File: config.mk
export PLATFORM = sky130hd
export DESIGN_NAME = priority_sorted_handler_table_flat
export DESIGN_NICKNAME = d
export VERILOG_FILES = /design/src/psht_pkg.sv /design/src/psht_req_if.sv /design/src/psht_rsp_if.sv /design/src/psht_store.sv /design/src/priority_sorted_handler_table.sv /design/src/flat_wrapper.sv
export SDC_FILE = /design/constraint.sdc
export NUM_CORES = 2
export LEC_CHECK = 0
export ABC_AREA = 0
export BUFFER_PORTS_ARGS = -buffer_cell sky130_fd_sc_hd__buf_2
export CORE_MARGIN = 2
export CORE_UTILIZATION = 38
export CTS_CLUSTER_SIZE = 16
export DETAILED_ROUTE_END_ITERATION = 10
export GPL_ROUTABILITY_DRIVEN = 0
export GPL_TIMING_DRIVEN = 0
export PLACE_DENSITY = 0.55
export SKIP_LAST_GASP = 1
export SLEW_MARGIN = 20
export SYNTH_ARGS = -nofsm -noshare
export SYNTH_HDL_FRONTEND = slang
export SYNTH_HIERARCHICAL = 1
export SYNTH_SLANG_ARGS = --single-unit
File: constraint.sdc
create_clock -name clk -period 6.5 [get_ports clk]
set_input_delay 1.3 -clock clk [delete_from_list [all_inputs] [get_ports clk]]
set_output_delay 1.3 -clock clk [all_outputs]
set_load 0.03 [all_outputs]
File: src/psht_pkg.sv
// Package for the priority sorted handler table.
// Types, codes and widths shared by the interfaces, the entry store and the top level.
`default_nettype none
package psht_pkg;

  localparam int TABLE_DEPTH_DEF = 32;
  localparam int KEY_W           = 32;
  localparam int PRIO_W          = 32;
  localparam int COUNT_W         = 6;

  typedef enum logic [1:0] {
    ACT_ADD    = 2'd0,
    ACT_REMOVE = 2'd1,
    ACT_FIND   = 2'd2,
    ACT_CLEAR  = 2'd3
  } action_t;

  typedef enum logic [2:0] {
    ST_OK      = 3'd0,
    ST_ZERO    = 3'd1,
    ST_DUP     = 3'd2,
    ST_FULL    = 3'd3,
    ST_MISSING = 3'd4
  } status_t;

  typedef struct packed {
    logic        [KEY_W-1:0]  key;
    logic signed [PRIO_W-1:0] prio;
  } entry_t;

endpackage
`default_nettype wire

File: src/psht_req_if.sv
// Request channel of the handler table: valid/ready plus one operation.
// Depends on psht_pkg.
`default_nettype none
interface psht_req_if;
  import psht_pkg::*;

  logic                     valid;
  logic                     ready;
  action_t                  action;
  logic        [KEY_W-1:0]  handle;
  logic signed [PRIO_W-1:0] priority_req;

  modport source (output valid, action, handle, priority_req, input ready);
  modport sink   (input valid, action, handle, priority_req, output ready);
endinterface
`default_nettype wire

File: src/psht_rsp_if.sv
// Response channel of the handler table: valid/ready plus one result.
// Depends on psht_pkg.
`default_nettype none
interface psht_rsp_if;
  import psht_pkg::*;

  logic               valid;
  logic               ready;
  status_t            status;
  logic               present;
  logic [COUNT_W-1:0] entry_count;

  modport source (output valid, status, present, entry_count, input ready);
  modport sink   (input valid, status, present, entry_count, output ready);
endinterface
`default_nettype wire

File: src/psht_store.sv
// Entry store of the handler table: one write port, one registered read port.
// Depends on psht_pkg.
`default_nettype none
module psht_store #(
  parameter int DEPTH = psht_pkg::TABLE_DEPTH_DEF
) (
  input  wire                          clk,
  input  wire                          wr_en,
  input  wire  [$clog2(DEPTH)-1:0]     wr_addr,
  input  wire  psht_pkg::entry_t       wr_data,
  input  wire  [$clog2(DEPTH)-1:0]     rd_addr,
  output psht_pkg::entry_t             rd_data
);
  import psht_pkg::*;

  entry_t mem [DEPTH];

  always_ff @(posedge clk) begin
    if (wr_en) begin
      mem[wr_addr] <= wr_data;
    end
    rd_data <= mem[rd_addr];
  end

endmodule
`default_nettype wire

File: src/priority_sorted_handler_table.sv
// Top level of the priority sorted handler table: sequencer around one entry store.
// Depends on psht_pkg, psht_req_if, psht_rsp_if and psht_store.
//
// Usage:
//   req carries one operation (add, remove, find, clear) with a key and, for add,
//   a signed priority. rsp returns exactly one result per request transaction:
//   status, present (find only) and the entry count after the operation.
//   Entries are kept in descending priority; equal priorities keep arrival order.
// Timing:
//   One request at a time; req.ready is high only while idle. A find, add or
//   remove makes one pass that reads every entry through the single read port of
//   the store; a successful add or remove then moves the entries behind the insert
//   or remove point one slot per cycle through the same port. Clear, zero keys and
//   an empty table skip the pass.
// Reset:
//   rst (synchronous) empties the table at once; stored data is not cleared,
//   only entries below the count are ever read.
// Stalls:
//   A result is held in the output register until rsp.ready; no new request
//   is taken meanwhile.
`default_nettype none
module priority_sorted_handler_table #(
  parameter int TABLE_DEPTH = psht_pkg::TABLE_DEPTH_DEF
) (
  input  wire        clk,
  input  wire        rst,
  psht_req_if.sink   req,
  psht_rsp_if.source rsp
);
  import psht_pkg::*;

  localparam int AW = $clog2(TABLE_DEPTH);
  localparam int CW = $clog2(TABLE_DEPTH + 1);

  typedef enum logic [1:0] {
    S_IDLE,
    S_SCAN,
    S_SHIFT,
    S_RESP
  } state_t;

  state_t                   state;
  action_t                  act_q;
  logic        [KEY_W-1:0]  key_q;
  logic signed [PRIO_W-1:0] prio_q;
  logic [CW-1:0]            occ;        // number of valid entries
  logic [CW-1:0]            scan_idx;   // next entry to read during the scan
  logic                     pend;       // read data of entry 'tag' arrives now
  logic [AW-1:0]            tag;
  logic                     found;      // key already seen in the scan
  logic [AW-1:0]            fpos;
  logic                     ins_found;  // first lower-priority entry seen
  logic [CW-1:0]            ipos;       // insert slot
  logic [AW-1:0]            src;        // next entry to move
  logic                     dir_up;     // remove: entries move toward slot 0
  logic [CW-1:0]            mv_left;    // moves still to issue
  status_t                  status_q;
  logic                     present_q;

  // store ports
  logic          wr_en;
  logic [AW-1:0] wr_addr;
  entry_t        wr_data;
  logic [AW-1:0] rd_addr;
  entry_t        rd_data;

  // per-entry compare on the read data
  logic          match_now;
  logic          gt_now;
  logic          last_now;
  logic          found_c;
  logic [AW-1:0] fpos_c;
  logic [CW-1:0] ipos_c;

  psht_store #(.DEPTH(TABLE_DEPTH)) u_store (
    .clk     (clk),
    .wr_en   (wr_en),
    .wr_addr (wr_addr),
    .wr_data (wr_data),
    .rd_addr (rd_addr),
    .rd_data (rd_data)
  );

  assign rd_addr   = (state == S_SCAN) ? scan_idx[AW-1:0] : src;
  assign match_now = pend && (rd_data.key == key_q);
  assign gt_now    = pend && (prio_q > rd_data.prio);
  assign last_now  = pend && (CW'(tag) == occ - CW'(1));
  assign found_c   = found || match_now;
  assign fpos_c    = found ? fpos : tag;
  assign ipos_c    = ins_found ? ipos : (gt_now ? CW'(tag) : occ);

  // Moves write the entry just read one slot over; the final add writes the new entry.
  always_comb begin
    wr_en   = 1'b0;
    wr_addr = src;
    wr_data = rd_data;
    if (state == S_SHIFT) begin
      if (pend) begin
        wr_en   = 1'b1;
        wr_addr = dir_up ? (tag - AW'(1)) : (tag + AW'(1));
      end else if (mv_left == '0 && act_q == ACT_ADD) begin
        wr_en        = 1'b1;
        wr_addr      = ipos[AW-1:0];
        wr_data.key  = key_q;
        wr_data.prio = prio_q;
      end
    end
  end

  always_ff @(posedge clk) begin
    if (rst) begin
      state <= S_IDLE;
      occ   <= '0;
      pend  <= 1'b0;
    end else begin
      unique case (state)
        S_IDLE: begin
          if (req.valid) begin
            act_q     <= req.action;
            key_q     <= req.handle;
            prio_q    <= req.priority_req;
            found     <= 1'b0;
            ins_found <= 1'b0;
            pend      <= 1'b0;
            present_q <= 1'b0;
            scan_idx  <= '0;
            status_q  <= ST_OK;
            if (req.action == ACT_CLEAR) begin
              occ   <= '0;
              state <= S_RESP;
            end else if (req.handle == '0) begin
              if (req.action == ACT_ADD) begin
                status_q <= ST_ZERO;
              end else if (req.action == ACT_REMOVE) begin
                status_q <= ST_MISSING;
              end
              state <= S_RESP;
            end else if (occ == '0) begin
              if (req.action == ACT_ADD) begin
                ipos    <= '0;
                mv_left <= '0;
                state   <= S_SHIFT;
              end else begin
                if (req.action == ACT_REMOVE) begin
                  status_q <= ST_MISSING;
                end
                state <= S_RESP;
              end
            end else begin
              state <= S_SCAN;
            end
          end
        end

        S_SCAN: begin
          if (scan_idx < occ) begin
            scan_idx <= scan_idx + CW'(1);
          end
          pend <= (scan_idx < occ);
          tag  <= scan_idx[AW-1:0];
          if (match_now && !found) begin
            found <= 1'b1;
            fpos  <= tag;
          end
          if (gt_now && !ins_found) begin
            ins_found <= 1'b1;
            ipos      <= CW'(tag);
          end
          if (last_now) begin
            pend <= 1'b0;
            unique case (act_q)
              ACT_FIND: begin
                present_q <= found_c;
                state     <= S_RESP;
              end
              ACT_REMOVE: begin
                if (!found_c) begin
                  status_q <= ST_MISSING;
                  state    <= S_RESP;
                end else begin
                  src     <= fpos_c + AW'(1);
                  dir_up  <= 1'b1;
                  mv_left <= occ - CW'(1) - CW'(fpos_c);
                  state   <= S_SHIFT;
                end
              end
              ACT_ADD: begin
                if (found_c) begin
                  status_q <= ST_DUP;
                  state    <= S_RESP;
                end else if (occ == CW'(TABLE_DEPTH)) begin
                  status_q <= ST_FULL;
                  state    <= S_RESP;
                end else begin
                  src     <= AW'(occ - CW'(1));
                  dir_up  <= 1'b0;
                  mv_left <= occ - ipos_c;
                  ipos    <= ipos_c;
                  state   <= S_SHIFT;
                end
              end
              default: begin
                state <= S_RESP;
              end
            endcase
          end
        end

        S_SHIFT: begin
          if (mv_left != '0) begin
            src     <= dir_up ? (src + AW'(1)) : (src - AW'(1));
            mv_left <= mv_left - CW'(1);
            pend    <= 1'b1;
            tag     <= src;
          end else begin
            pend <= 1'b0;
            if (!pend) begin
              occ   <= (act_q == ACT_ADD) ? (occ + CW'(1)) : (occ - CW'(1));
              state <= S_RESP;
            end
          end
        end

        S_RESP: begin
          if (rsp.ready) begin
            state <= S_IDLE;
          end
        end

        default: begin
          state <= S_IDLE;
        end
      endcase
    end
  end

  assign req.ready       = (state == S_IDLE);
  assign rsp.valid       = (state == S_RESP);
  assign rsp.status      = status_q;
  assign rsp.present     = present_q;
  assign rsp.entry_count = COUNT_W'(occ);

endmodule
`default_nettype wire

File: src/flat_wrapper.sv
// flat-port wrapper written by rule: the top's interface ports become plain ports
module priority_sorted_handler_table_flat import psht_pkg::*;
#(
  parameter int TABLE_DEPTH = psht_pkg::TABLE_DEPTH_DEF
)
  (clk, rst, req_valid, req_action, req_handle, req_priority_req, req_ready, rsp_valid, rsp_status, rsp_present, rsp_entry_count, rsp_ready);
  psht_req_if req_i ();
  psht_rsp_if rsp_i ();
  input  wire clk;
  input  wire rst;
  input wire logic [$bits(req_i.valid)-1:0] req_valid;
  input wire logic [$bits(req_i.action)-1:0] req_action;
  input wire logic [$bits(req_i.handle)-1:0] req_handle;
  input wire logic [$bits(req_i.priority_req)-1:0] req_priority_req;
  output wire logic [$bits(req_i.ready)-1:0] req_ready;
  output wire logic [$bits(rsp_i.valid)-1:0] rsp_valid;
  output wire logic [$bits(rsp_i.status)-1:0] rsp_status;
  output wire logic [$bits(rsp_i.present)-1:0] rsp_present;
  output wire logic [$bits(rsp_i.entry_count)-1:0] rsp_entry_count;
  input wire logic [$bits(rsp_i.ready)-1:0] rsp_ready;
  assign req_i.valid = req_valid;
  assign req_i.action = req_action;
  assign req_i.handle = req_handle;
  assign req_i.priority_req = req_priority_req;
  assign req_ready = req_i.ready;
  assign rsp_valid = rsp_i.valid;
  assign rsp_status = rsp_i.status;
  assign rsp_present = rsp_i.present;
  assign rsp_entry_count = rsp_i.entry_count;
  assign rsp_i.ready = rsp_ready;
  priority_sorted_handler_table #(.TABLE_DEPTH(TABLE_DEPTH)) u_core (.clk(clk), .rst(rst), .req(req_i), .rsp(rsp_i));
endmodule
-- Word level (Yosys, flattened, before mapping)
Memories as Yosys holds them, arrays and structs flattened. A register that Yosys moved wholly into a read port is not among the register bits.
Cells that the tools add are included.
- bits in registers: 115
- memories kept: 1
- RAM bits: 2048
- word-level logic and storage cells: 197
- memory list (memory ; words ; width ; rd ports ; clocked after memory_dff ; wr ports ; RTL line ; text):
    u_core.u_store.mem ; 32 ; 64 ; 1 ; 1 ; 1 ; psht_store.sv:16 ; entry_t mem [DEPTH];
- $add $sub $neg: 11
- reductions and logical operators: 36
- $lt $le $gt $ge: 2
- equal/unequal tests: 34
- multiplexer cells: 95
- bitwise gates (word level): 1
- operators with widths (kind ; number):
    $mux W64 ; 3
    $mux W6 ; 24
    $mux W5 ; 13
    $pmux W6 S2 ; 4
    $mux W3 ; 11
    $eq A32 B32 Y1 ; 1
    $gt A32 B32 Y1 ; 1
    $logic_not A32 Y1 ; 1
    $pmux W5 S2 ; 3
    $ne A2 B2 Y1 const B ; 12
    $reduce_and A7 Y1 ; 3
    $mux W1 ; 18
    $mux W2 ; 9
    $pmux W6 S3 ; 1
    $add A5 B1 Y5 const B ; 3
    $reduce_and A5 Y1 ; 3
    $reduce_and A13 Y1 ; 1
    $add A6 B1 Y6 const B ; 2
    $logic_not A6 Y1 ; 2
    $ne A2 B1 Y1 const B ; 6
    $ne A3 B3 Y1 const B ; 4
    $pmux W3 S2 ; 2
    $reduce_and A4 Y1 ; 3
    $sub A6 B1 Y6 const B ; 2
    25 further kinds ; 47

-- Logic depth before layout (Yosys ltp)
- depth in word-level cells: 10
- depth in mapped cells: 19
- depth with buffers taken out: 19

-- Hierarchy
Netlist, hierarchy kept.
- by module, submodules not included (module ; times used ; area each (um2) ; cells an instance):
    psht_store ; 1 ; 78985.8 ; 3096
    priority_sorted_handler_table ; 1 ; 7965.1 ; 793

-- Worst setup path before layout
Ideal clock, no wire load.
- kind: reg2reg
- from: reg u_core.act_q[1]
- to: mem u_core/u_store/mem[28][0] (netlist name) (enable)
- clock period less this slack: 5597 ps
- setup time: 487 ps
- cell stages (with the launch flop): 10
- slack: 903 ps
- required time: 6013 ps
- arrival: 5111 ps
- path through: edfxtp_1 > nor2_2 > clkinv_1 > nor4_4 > nand2_2 > o22ai_1 > a21oi_1 > or3b_2 > clkbuf_1 > nor2_1
- RTL lines (item ; RTL line ; text):
    from (decl) ; priority_sorted_handler_table.sv:43 ; action_t act_q;
    from (signal assigned) ; priority_sorted_handler_table.sv:119 ; act_q <= req.action;
    $logic_not A2 Y1 ; priority_sorted_handler_table.sv:101 ; end else if (mv_left == '0 && act_q == ACT_ADD) begin
    $logic_and A1 B1 Y1 ; priority_sorted_handler_table.sv:101 ;
    $mux W5 ; priority_sorted_handler_table.sv:101 ;
    $mux W5 ; priority_sorted_handler_table.sv:98 ; if (pend) begin
    $mux W5 ; priority_sorted_handler_table.sv:97 ; if (state == S_SHIFT) begin
    via u_core.wr_addr[1] ; priority_sorted_handler_table.sv:62 ; logic [AW-1:0] wr_addr;
    to (decl) ; psht_store.sv:16 ;
The timed path passes the listed nets, and every way through them passes these cells.

-- Final worst setup path
- from: reg u_core.state[0]
- to: mem u_core/u_store/mem[11][10] (netlist name) (enable)
- RTL lines (item ; RTL line ; text):
    from (decl) ; priority_sorted_handler_table.sv:42 ; state_t state;
    from (signal assigned) ; priority_sorted_handler_table.sv:112 ; state <= S_IDLE;
    from (signal assigned) ; priority_sorted_handler_table.sv:130 ; state <= S_RESP;
    from (signal assigned) ; priority_sorted_handler_table.sv:137 ; state <= S_RESP;
    $eq A2 B2 Y1 ; priority_sorted_handler_table.sv:97 ;
    $mux W5 ; priority_sorted_handler_table.sv:97 ;
    via u_core.wr_addr[1] ; priority_sorted_handler_table.sv:62 ;
The timed path passes the listed nets, and every way through them passes these cells.

==> results.txt <==
Outcome: finished, final reports clean
DRC Markers: 0
Initial Util: 38.2%
CTS sink cnt: 2227
Largest net degree at the start of global routing: 33
Setup tns final: 0 ps
Synth Flop Type: edfxtp_1
Net Sw Frac: 31.2%
Arr. time, crit path: 6060 ps
Post-Synthesis Cells: 3889
H-tree Lvls: 4
Site Rows: 175
Die Span X: 482 um
Skew final: 54.2 ps
HPWL Detailed: 177 mm
Synthesized area per cell: 22.4 um2
Tot GR Track Use: 22.1%
Clock-pin slew on the worst setup and hold paths: 60 ps
CTS Buffer Depth: 3
RSZ-0062 raised after global routing: false
Crit Path Class: flop to flop
CP endpoint kind: flop
Final setup vio count: 0
DR pass1 iterations: 5
Ys Warns: 6
CTS buffer count: 226
Most numerous cell in the Yosys netlist: edfxtp_1
Max Clk Rate: 182 MHz
Final hold slack: 579 ps
Net Sw Power: 14.2 mW
Drt via density: 5.76
Dominant cell type by area after synthesis: edfxtp_1
Cell Area, Synth: 0.0870 mm2
Yosys top cell area share: 74.4%
Sequential cell area fraction in the yosys report: 76.1%
Fill cells: 18735
Later-pin clock latency in the skew report: 880 ps
Relative slew margins: 20.0%
Pwr per Cell Area: 438 mW/mm2
Wire per inst: 33.7 um
Root Buffer: clkbuf_16
Post-synth top cells: 2154 x edfxtp_1, 602 x mux4_2, 117 x mux2_2, 90 x nor2_1, 78 x clkbuf_1
Leakage power: 32.9 nW
# port buffers: 81
Number of global-route vias before repair: 43998
Hold_buf cts: 0
CTS tree: yes
Post-synthesis cell type count: 64
Vias: 43797
Worst EP required: 7060 ps
Worst vdd ir: 0.000303 V
Post-CTS sizing: 0
Fin. Hold Viols: 0
Number of synthesized register bits: 2227
Nets: 4535
Synth top area cells: edfxtp_1 74%, mux4_2 16%, dfxtp_1 1.7%, mux2_2 1.5%, ha_1 0.92%
Syn Nets: 4027
DRT iter0 DRCs: 5824
Worst slew pin tran: 1200 ps
Core box area: 0.227 mm2
Power share of the clock group: 29.5%
Max-cap viol count: 0
Routed Antenna Nets: 0
Post-synth EDFFs: 2154
WL final: 257 mm
Logic pwr share: 29.6%
Die H: 482 um
Worst setup SP type: flop
Min cycle time layout: 5490 ps
Setup Fix Bufs, Post-CTS: 0
First-pass GRT wire length: 354 mm
Grt ovf: 0
Final cycle utilization of the critical path: 84.5%
HP Class: flop to flop
Internal power: 31.2 mW
I/O pin total: 82
Worst Path Max Fanout: 14
Seq pwr share: 40.9%
Slew Viols, Final: 0
Fraction of layout cells with a size suffix above 1: 33.4%
Async SR Flop Fraction: 0%
Area Growth Syn to Fin: 19.2%
Die area: 0.233 mm2
Antenna violations before repair: 6
-- path summary, 6_finish.rpt --
check	start	slack [ps]	cells after the start	end
setup / recovery	u_core/state[0]$_SDFFE_PP0P_	1010	13	u_core/u_store/mem[11][10]$_DFFE_PP_
hold / removal	u_core/state[0]$_SDFFE_PP0P_	580	2	u_core/state[0]$_SDFFE_PP0P_
setup reg to reg	u_core/state[0]$_SDFFE_PP0P_	1010	13	u_core/u_store/mem[11][10]$_DFFE_PP_
hold reg to reg	u_core/state[0]$_SDFFE_PP0P_	580	2	u_core/state[0]$_SDFFE_PP0P_
-- placed cells by master (no fill, tap or decap), types with 28 or more instances in the layout --
master | netlist | routed
clkbuf_1 | 78 | 123
clkinv_2 | 0 | 31
mux2_2 | 117 | 117
o21ai_2 | 0 | 29
buf_6 | 2 | 28
a21oi_1 | 55 | 55
nor2_4 | 0 | 33
edfxtp_1 | 2154 | 2154
xnor2_1 | 42 | 42
inv_1 | 62 | 62
ha_1 | 64 | 64
clkinv_1 | 1 | 31
clkbuf_16 | 0 | 229
mux2i_1 | 48 | 48
buf_4 | 27 | 29
buf_16 | 0 | 86
mux4_2 | 602 | 602
buf_2 | 64 | 148
buf_12 | 0 | 80
nand2_1 | 70 | 70
dfxtp_1 | 73 | 73
nor2_1 | 90 | 57
-- cell type report --
class	count	area, um2	share of cell area (%)
inverter	65	244	0.235
clock buffer	321	6340	6.11
tap	3009	3760	3.63
timing repair buffer	280	4760	4.59
sequential	2227	66100	63.8
antenna	1	2.50	0.00241
buffer	185	921	0.889
multi-input combinational	1412	20100	19.4
clock inverter	110	1380	1.33
-- flip-flops by register name, summed over array words and instances, names as in the netlist, 6 cells and up --
register	flops
u_core/prio_q	32
u_core/scan_idx	6
u_core/ipos	6
u_core/key_q	32
u_core/mv_left	6
u_core/u_store/rd_data	64
u_core/rsp.entry_count	6
u_core/u_store/mem	2048
-- routing by layer --
layer  share of wire [%]  GRT usage (%)
met1                  41           30.6
met2                  49           36.3
met3                 7.4           3.92
met4                 2.4           5.50
met5              0.0051              0
-- worst max-delay path, stage by stage, from the launching register on --
cell and delay (ps):
dfxtp_1 350, inv_1 100, ha_1 140, clkbuf_1 400, clkbuf_1 500, clkbuf_1 570, o21ai_0 190, a21oi_1 370
nand3_1 790, nor2_4 890, buf_12 260, buf_12 210, buf_16 190, buf_16 170
-- power groups by stage --
stage | combinational [mW] | clock, mW | sequential (mW)
after floorplan | 8.30 | 0 | 18.8
after global placement | 12.8 | 0 | 19.1
after detailed placement | 13.5 | 0 | 18.9
after CTS | 13.5 | 13.6 | 18.6
after global routing | 14.2 | 14.1 | 18.6
final | 13.5 | 13.4 | 18.6
-- cell families (layout without fill, tap and decap cells) --
group | Yosys count | in the layout | synth area share, %
adder cells (fa/ha/maj) | 68 | 68 | 1.01
XOR/XNOR | 62 | 62 | 0.625
AO/OA/AOI/OAI | 230 | 230 | 1.73
flip-flops | 2227 | 2227 | 76.1
other | 0 | 1 | 0
multiplexers | 767 | 767 | 17.7
buffers and inverters | 250 | 961 | 1.31
AND/OR/NAND/NOR | 285 | 285 | 1.60
-- metrics by stage --
stage               cells  setup slack (ps)  instance area (um2)  utilization, %  power, mW
detailed placement   7178              1190                95900            42.2       32.4
global route         7609               850               104000            45.6       47.0
finish               7610              1010               104000            45.6       45.4
CTS                  7609              1090               104000            45.5       45.7
floorplan            3889               903                87000               -       27.1
global placement     6979             -5300                91100            40.1       31.8
(Power assumes the default switching activity.)
